<file path="src/rtl/lwc_pkg.sv">
// Package for the Lorenz-style twelve-wheel cipher unit.
// Holds wheel numbering, wheel lengths, field widths and command codes.
// No dependencies; used by lorenz_wheel_cipher_unit and lwc_checker.
package lwc_pkg;

  // Wheel bank geometry
  localparam int unsigned NumWheels = 12;
  localparam int unsigned PinW      = 64;
  localparam int unsigned PosW      = 6;
  localparam int unsigned SelW      = 4;
  localparam int unsigned CharW     = 5;

  // Wheel numbering: chi1-5, psi1-5, then the two motor wheels
  localparam int unsigned ChiBase  = 0;
  localparam int unsigned PsiBase  = 5;
  localparam int unsigned NumChi   = 5;
  localparam int unsigned WheelM37 = 10;
  localparam int unsigned WheelM61 = 11;

  // Stream packing
  localparam int unsigned InDataW  = 72;   // pin_pattern + char_in, padded to bytes
  localparam int unsigned InUserW  = 5;    // cmd + wheel_sel
  localparam int unsigned OutDataW = 8;    // char_out, padded to a byte

  // Fixed wheel lengths, indexed by wheel number
  localparam logic [PosW-1:0] WheelLen [NumWheels] = '{
    6'd41, 6'd31, 6'd29, 6'd26, 6'd23,
    6'd43, 6'd47, 6'd51, 6'd53, 6'd59,
    6'd37, 6'd61
  };

  // Item kinds carried on tuser bit 0
  typedef enum logic {
    CmdEncrypt = 1'b0,
    CmdLoad    = 1'b1
  } cmd_e;

endpackage

</file>
<file path="src/rtl/lorenz_wheel_cipher_unit.sv">
// Lorenz-style twelve-wheel stream cipher on 5-bit teleprinter characters.
// One stream in, one stream out; wheel state kept in flip-flops.
// Depends on lwc_pkg.

// The unit takes one beat per clock cycle, loads and characters alike, with
// no bubbles while unstalled: the wheels that step are updated in the same
// cycle that a character is accepted, and the enciphered character appears in
// the output register the next cycle. A load beat (tuser cmd = 1) writes the
// pin pattern of the wheel given by wheel_sel and puts that wheel back at
// position 0; it gives no output beat, and a wheel_sel of 12 or more is
// ignored. A character beat (cmd = 0) gives exactly one output beat holding
// char_in XOR (chi key XOR psi key), chi1/psi1 in the top bit, after which
// the chi and m61 wheels step, the psi wheels step when the m37 pin was 1 and
// m37 steps when the m61 pin was 1. Deciphering is the same operation. Every
// wheel must be loaded before the first character. The input is stalled only
// while a result sits in the output register and the sink holds tready low.
module lorenz_wheel_cipher_unit (
  input  logic                        clk_i,
  input  logic                        rst_ni,
  // Input stream
  input  logic                        s_axis_tvalid_i,
  output logic                        s_axis_tready_o,
  // tdata: [63:0] pin_pattern, [68:64] char_in, [71:69] zero
  input  logic [lwc_pkg::InDataW-1:0] s_axis_tdata_i,
  // tuser: [0] cmd, [4:1] wheel_sel
  input  logic [lwc_pkg::InUserW-1:0] s_axis_tuser_i,
  // Output stream
  output logic                        m_axis_tvalid_o,
  input  logic                        m_axis_tready_i,
  // tdata: [4:0] char_out, [7:5] zero
  output logic [lwc_pkg::OutDataW-1:0] m_axis_tdata_o
);

  // Unpacked input fields
  lwc_pkg::cmd_e                 cmd;
  logic [lwc_pkg::SelW-1:0]      wheel_sel;
  logic [lwc_pkg::PinW-1:0]      pin_pattern;
  logic [lwc_pkg::CharW-1:0]     char_in;

  // Wheel state
  logic [lwc_pkg::PinW-1:0]      pins_q [lwc_pkg::NumWheels];
  logic [lwc_pkg::PosW-1:0]      pos_q  [lwc_pkg::NumWheels];
  logic [lwc_pkg::PosW-1:0]      pos_inc [lwc_pkg::NumWheels];
  logic [lwc_pkg::NumWheels-1:0] cur_pin;
  logic [lwc_pkg::NumWheels-1:0] step_en;
  logic [lwc_pkg::NumWheels-1:0] load_hit;

  // Handshake and result
  logic                          in_beat;
  logic                          enc_beat;
  logic                          load_beat;
  logic [lwc_pkg::CharW-1:0]     key;
  logic                          out_valid_q;
  logic [lwc_pkg::CharW-1:0]     out_char_q;

  assign cmd         = lwc_pkg::cmd_e'(s_axis_tuser_i[0]);
  assign wheel_sel   = s_axis_tuser_i[lwc_pkg::SelW:1];
  assign pin_pattern = s_axis_tdata_i[lwc_pkg::PinW-1:0];
  assign char_in     = s_axis_tdata_i[lwc_pkg::PinW +: lwc_pkg::CharW];

  // Accept whenever the output register is empty or draining
  assign s_axis_tready_o = !out_valid_q || m_axis_tready_i;
  assign in_beat         = s_axis_tvalid_i && s_axis_tready_o;
  assign enc_beat        = in_beat && (cmd == lwc_pkg::CmdEncrypt);
  assign load_beat       = in_beat && (cmd == lwc_pkg::CmdLoad);

  // Current pin and wrapped increment for each wheel
  always_comb begin
    for (int w = 0; w < lwc_pkg::NumWheels; w++) begin
      cur_pin[w]  = pins_q[w][pos_q[w]];
      pos_inc[w]  = (pos_q[w] == lwc_pkg::WheelLen[w] - 6'd1) ? '0 : pos_q[w] + 6'd1;
      load_hit[w] = load_beat && (wheel_sel == lwc_pkg::SelW'(w));
    end
  end

  // Step enables: motor pins sampled before anything moves
  always_comb begin
    step_en = '0;
    for (int w = 0; w < lwc_pkg::NumChi; w++) begin
      step_en[lwc_pkg::ChiBase + w] = 1'b1;
      step_en[lwc_pkg::PsiBase + w] = cur_pin[lwc_pkg::WheelM37];
    end
    step_en[lwc_pkg::WheelM37] = cur_pin[lwc_pkg::WheelM61];
    step_en[lwc_pkg::WheelM61] = 1'b1;
  end

  // Key: chi vector XOR psi vector, wheel 1 in the top bit
  always_comb begin
    key = '0;
    for (int i = 0; i < lwc_pkg::NumChi; i++) begin
      key[lwc_pkg::CharW-1-i] = cur_pin[lwc_pkg::ChiBase + i] ^ cur_pin[lwc_pkg::PsiBase + i];
    end
  end

  // Wheel positions: clear on load, advance on a character
  always_ff @(posedge clk_i or negedge rst_ni) begin
    if (!rst_ni) begin
      for (int w = 0; w < lwc_pkg::NumWheels; w++) begin
        pos_q[w] <= '0;
      end
    end else begin
      for (int w = 0; w < lwc_pkg::NumWheels; w++) begin
        if (load_hit[w]) begin
          pos_q[w] <= '0;
        end else if (enc_beat && step_en[w]) begin
          pos_q[w] <= pos_inc[w];
        end
      end
    end
  end

  // Pin patterns: written only by a load
  always_ff @(posedge clk_i) begin
    for (int w = 0; w < lwc_pkg::NumWheels; w++) begin
      if (load_hit[w]) begin
        pins_q[w] <= pin_pattern;
      end
    end
  end

  // Output register valid
  always_ff @(posedge clk_i or negedge rst_ni) begin
    if (!rst_ni) begin
      out_valid_q <= 1'b0;
    end else if (enc_beat) begin
      out_valid_q <= 1'b1;
    end else if (m_axis_tready_i) begin
      out_valid_q <= 1'b0;
    end
  end

  // Output register payload
  always_ff @(posedge clk_i) begin
    if (enc_beat) begin
      out_char_q <= char_in ^ key;
    end
  end

  assign m_axis_tvalid_o = out_valid_q;
  assign m_axis_tdata_o  = {(lwc_pkg::OutDataW - lwc_pkg::CharW)'(0), out_char_q};

endmodule

</file>
<file path="config.mk">
export PLATFORM = sky130hd
export DESIGN_NAME = lorenz_wheel_cipher_unit
export DESIGN_NICKNAME = d
export VERILOG_FILES = /design/src/rtl/lwc_pkg.sv /design/src/rtl/lorenz_wheel_cipher_unit.sv
export SDC_FILE = /design/constraint.sdc
export NUM_CORES = 1
export LEC_CHECK = 0
export BUFFER_PORTS_ARGS = -buffer_cell sky130_fd_sc_hd__buf_4
export CAP_MARGIN = 20
export CORE_MARGIN = 2
export CORE_UTILIZATION = 60
export DETAILED_ROUTE_END_ITERATION = 8
export PLACE_DENSITY = 0.77
export SLEW_MARGIN = 25
export SYNTH_ARGS = -nofsm -noshare
export SYNTH_HDL_FRONTEND = slang
export SYNTH_SLANG_ARGS = --single-unit
export TNS_END_PERCENT = 20
</file>
<file path="constraint.sdc">
create_clock -name clk_i -period 8.7 [get_ports clk_i]
set_input_delay 1.74 -clock clk_i [delete_from_list [all_inputs] [get_ports clk_i]]
set_output_delay 1.74 -clock clk_i [all_outputs]
set_load 0.1 [all_outputs]
</file>
=== Yosys cells after proc, flatten, opt, wreduce, memory -nomap -nowiden ===
Memory sizes are Yosys's and may differ from the RTL's.
Index checks and enable logic that the tools add are counted.

* Memory bits (writable): 768
* Logic and storage cells: 232
* Register bits: 78
* Input bits: 81
* Memories kept: 1

* Eq/ne operators: 23
* $add $sub $neg: 12
* Reductions and logical operators: 44
* Order comparisons: 12
* Bitwise logic cells: 7
* Mux-type cells: 119

{| class="wikitable"
|+ Memories
! name !! words !! bits a word !! rd ports !! clocked after Yosys merged registers in !! wr ports !! line !! source
|-
| pins_q || 12 || 64 || 12 || 0 || 1 || lorenz_wheel_cipher_unit.sv:41 || <nowiki>logic [lwc_pkg::PinW-1:0] pins_q [lwc_pkg::NumWheels];</nowiki>
|}

{| class="wikitable"
|+ Operator list
! operator !! count
|-
| $mux 64 || 11
|-
| $reduce_or 64->1 || 11
|-
| $mux 6 || 36
|-
| $lt 6x7->1 const B || 12
|-
| $add 6x1->6 const B || 12
|-
| $bmux 1 s6 || 12
|-
| $mux 1 || 49
|-
| $eq 6x6->1 const B || 8
|-
| $mux 4 || 11
|-
| $reduce_bool 2->1 || 13
|-
| $eq 6x5->1 const B || 4
|-
| $logic_and 1x1->1 || 17
|-
| $eq 4x3->1 const B || 4
|-
| $eq 4x4->1 const B || 4
|-
| $eq 4x2->1 const B || 2
|-
| $xor 1x1->1 || 5
|-
| $xor 5x5->5 || 1
|-
| $eq 4x1->1 const B || 1
|-
| $logic_not 4->1 || 1
|-
| $logic_not 1->1 || 1
|-
| $logic_or 1x1->1 || 1
|-
| $not 1->1 || 1
|}

=== Depth between registers and ports, before layout ===
* Depth after elaboration: 19
* Depth in mapped cells: 10

=== Least setup slack after synthesis ===
No wires, ideal clock.

* Kind: input to register
* Start: in m_axis_tready_i
* End: mem pins_q[0][128] (netlist name), enable pin
* Required time: 8120 ps
* Setup slack: 519 ps
* Stages: 5
* Arrival time: 7601 ps
* Buffers on the path: 0
* Setup time: 580 ps
* Cell sequence: nor2b_1 inv_1 nand4_1 or2_2 nor3_1

{| class="wikitable"
|+ RTL lines
! item !! line !! source
|-
| start, declared || lorenz_wheel_cipher_unit.sv:29 || <nowiki>input logic m_axis_tready_i,</nowiki>
|-
| $logic_or 1x1->1 * || lorenz_wheel_cipher_unit.sv:62 || <nowiki>assign s_axis_tready_o = !out_valid_q || m_axis_tready_i;</nowiki>
|-
| net s_axis_tready_o || lorenz_wheel_cipher_unit.sv:22 || <nowiki>output logic s_axis_tready_o,</nowiki>
|-
| $logic_and 1x1->1 * || lorenz_wheel_cipher_unit.sv:63 || <nowiki>assign in_beat = s_axis_tvalid_i && s_axis_tready_o;</nowiki>
|-
| $logic_and 1x1->1 * || lorenz_wheel_cipher_unit.sv:65 || <nowiki>assign load_beat = in_beat && (cmd == lwc_pkg::CmdLoad);</nowiki>
|-
| $logic_and 1x1->1 * || lorenz_wheel_cipher_unit.sv:72 || <nowiki>load_hit[w] = load_beat && (wheel_sel == lwc_pkg::SelW'(w));</nowiki>
|-
| net load_hit, one bit || lorenz_wheel_cipher_unit.sv:46 || <nowiki>logic [lwc_pkg::NumWheels-1:0] load_hit;</nowiki>
|-
| $mux 1 * || lorenz_wheel_cipher_unit.sv:115 || <nowiki>if (load_hit[w]) begin</nowiki>
|-
| $mux 1 (implied by the code) * || lorenz_wheel_cipher_unit.sv:116 || <nowiki>pins_q[w] <= pin_pattern;</nowiki>
|-
| $reduce_or 64->1 (no source line) || -- ||
|-
| $mux 4 (no source line) / $mux 1 (equally long branches) (10 in a row) || -- ||
|-
| end, declared || lorenz_wheel_cipher_unit.sv:41 ||
|}

The timed path passes the listed nets; every way through them passes the cells marked *.

=== Worst setup path in the final report ===
* Start: in m_axis_tready_i
* End: out s_axis_tready_o

* Word-level cells in the longest chain between the ends: 1

{| class="wikitable"
|+ Ends and longest elaborated chain
! item !! line
|-
| $logic_or 1x1->1 || lorenz_wheel_cipher_unit.sv:62
|-
| end, declared || lorenz_wheel_cipher_unit.sv:22
|}

No other way between the ends.

==> impl_metrics.ini <==
[drt]
ant_nets = 0
routed_via_density = 6.639
wirelength_mm = 83.01
drt_iter0_markers = 2254
wl_per_cell_um = 30.74
first_pass_iters = 6
drc = 0
via_count = 17920

[clock_tree]
cts_root_buffer = clkbuf_16
ctsHoldBuffers = 0
insertion_delay_ns = 0.63
post-cts-setup-buffers = 0
clock_sinks = 846
cts_buffer_depth = 3
htreeDepth = 3
numCtsBuffers = 83
ctsResizeCount = 0
path_clk_slew_ns = 0.06
cts_tree = built

[outcome]
status = completed

[worst_setup_path]
path_cells = buf_4, nor2b_1, inv_1, buf_4
r2r_start = pos_q[7]
worstSetupStartpointType = input pin
crit_type = input pin to output pin
cp_top_family = buffers and inverters
cp-end-kind = output pin
crit_start = m_axis_tready_i
critical_path.slowest_cell = nor2b_1
crit_end = s_axis_tready_o
path_depth = 4
worstPathArrival_ns = 2.65
crit_buf_inv = 3
r2r_cells = 7
cp_max_fo = 6
crit_path_frequent_cell = buf_4
r2r_end = pos_q[15]
cp_slowest_stage_delay_ns = 0.33
r2r_slack_ns = 4.58
crit_required_ns = 6.96

[synthesis]
synthCells = 1774
async_flop_share = 0.08629
ys.flop_type = edfxtp_1
synth.largest_area_cell = edfxtp_1
synth.avg_cell_area_um2 = 19.16
synth_cell_types = 70
synth-warning-count = 0
yosys_register_bits = 846
netlist.area_leader.share = 0.6828
ys_seq_area_frac = 0.7365
synth_edf_count = 773
synth_area_leaders = edfxtp_1, mux4_2, dfrtp_1
syn_area_mm2 = 0.03400

[place]
numPortBuffers = 84
place_inst = 2549
dp_hpwl_mm = 50.16
place_congestion = 0.8629

[sta]
setup_viol = 0
tns_ns = 0
rsz0062_at_grt = false
fmaxAchievable_mhz = 227.9
tightest_slew_ns = 1.030
hold_violations = 0
slew_headroom = 0.3135
fin_crit_sh = 0.5043
final_max_slew_viol_count = 0
finalClockSkew_ns = 0.02912
final.min_clock_period_ns = 4.387

[cells_and_area]
final_layout_size_suffix_gt1_frac = 0.2384
layout.cells.non_filler = 2700
nets = 1983
syn_to_final_growth_pct = 11.96
final_core_util = 0.6776

[pwr]
peakVddDrop_mv = 0.2352
p_total_mw = 10.94
power_leakage_nw = 12.52
powerDensity_mw_per_mm2 = 287.5

[global_routing]
antenna_found_initial = 5
grt_start_max_net_pins = 73
grt_pass1_wl_mm = 119.7
grt-ovfl-total = 0
first_global_vias = 17870
grt_usage = 0.2894

[min_path]
hold_path_class = flip-flop to flip-flop
min-delay-start = pos_q[65]

[floorplan]
dieArea_mm2 = 0.05858
chipWidth_um = 242.0
core_area_mm2 = 0.05617
start_util = 0.6052
die_y_um = 242.0
boundaryPins = 91
rows = 87

[flow_run]
max-cap-violations = 0
-- logic make-up (layout without fill, tap and decap cells) --
kind of cell	Yosys count	count (layout)	share of synthesized area
buffers and inverters	131	297	0.01763
adder cells (fa/ha/maj)	24	24	0.008833
AND/OR/NAND/NOR	301	301	0.04512
flip-flops	846	846	0.7365
AO/OA/AOI/OAI	190	190	0.03747
other	1	5	0.0001103
XOR/XNOR	13	13	0.003754
multiplexers	268	268	0.1505
-- layout by cell type (no fill, tap or decap), types with 5 or more instances in the layout --
cell type    n
a211oi_1    14
a21oi_1     34
a22oi_1     16
a311oi_1    10
a31o_2       6
a31oi_1     12
a41oi_1      5
and2_1      10
and3_1      10
buf_4      113
bufinv_16    8
clkbuf_1    17
clkbuf_16   85
clkinv_1    16
clkinv_2    13
dfrtp_1     67
dfrtp_2      6
edfxtp_1   773
ha_1        24
inv_1       29
inv_2        5
mux2_2       7
mux2i_1     68
mux4_2     190
nand2_1     65
nand2b_1    11
nand3_1     46
nand4_1     16
nor2_1      59
nor2_4       5
nor2b_1     29
nor3_1      12
o211ai_1     5
o21ai_0     44
o22ai_1      7
o31ai_1      5
or2_2        5
or3_1        9
xnor2_1      6
xor2_1       6
-- cell usage after synthesis, types with 7 or more instances --
cell      count
edfxtp_1    773
mux4_2      190
dfrtp_1      73
mux2i_1      68
nand2_1      65
nor2_1       63
nand3_1      46
o21ai_0      44
clkbuf_1     40
a21oi_1      34
inv_1        34
buf_2        29
nor2b_1      29
ha_1         24
a22oi_1      16
nand4_1      16
a211oi_1     14
buf_1        13
nor3_1       13
a31oi_1      12
and2_1       11
buf_4        11
nand2b_1     11
a311oi_1     10
and3_1       10
or3_1         9
mux2_2        7
o22ai_1       7
-- through the flow --
stage | area (um^2) | hold slack, ns | setup WS (ns)
final | 38060 | 0.5272 | 4.313
after global routing | 38060 | 0.5665 | 4.200
after CTS | 38050 | 0.5195 | 4.324
after detailed placement | 35380 | 0.5102 | 3.856
after global placement | 35370 | 0.4850 | 3.916
after floorplan | 34000 | 0.4704 | 0.5195
-- power by group --
| part | switching [mW] | internal, mW | total (mW) |
|---|---|---|---|
| sequential | 0.463 | 4.59 | 5.05 |
| combinational | 1.21 | 1.16 | 2.37 |
| clock | 1.46 | 2.06 | 3.52 |
| total | 3.13 | 7.81 | 10.9 |
-- worst min path at each step --
stage | cells past startpoint | end
global route | 1 | pos_q[53]
floorplan | 1 | pos_q[65]
global placement | 1 | pos_q[65]
finish | 1 | pos_q[65]
detailed placement | 1 | pos_q[53]
CTS | 1 | pos_q[53]
-- area by class of cell --
type / instances / area (um^2)
Fill cell: 3563 / 18110
Multi-Input combinational cell: 799 / 8406
Tap cell: 756 / 945.9
Inverter: 34 / 127.6
Sequential cell: 846 / 25050
Antenna cell: 2 / 5.005
Clock buffer: 106 / 2246
Timing Repair Buffer: 114 / 859.6
Clock inverter: 43 / 424.2
-- flip-flops by register name, indices dropped and copies added (netlist names) --
| name | cells |
|---|---|
| m_axis_tvalid_o | 1 |
| pos_q | 72 |
| pins_q | 768 |
| out_char_q | 5 |
-- metal layers --
layer	track usage	vias up	part of all wire	wire, um
met1	0.3899	9356	0.38	31320
li1	-	7432	-	-
met3	0.04697	179	0.082	6776
met4	0.1207	0	0.039	3252
met2	0.4784	957	0.50	41660
met5	0	-	0	0
-- worst reg2reg max path, cell delays in order (launching register included) --
cell      delay [ns]
dfrtp_1         1.01
mux4_2          0.37
mux2i_1         0.15
a32oi_1         0.28
nand4_1         0.70
nand2_2         1.02
a41oi_1         0.21
a311oi_1        0.29
No activity file was read; power rests on OpenSTA's default activity.
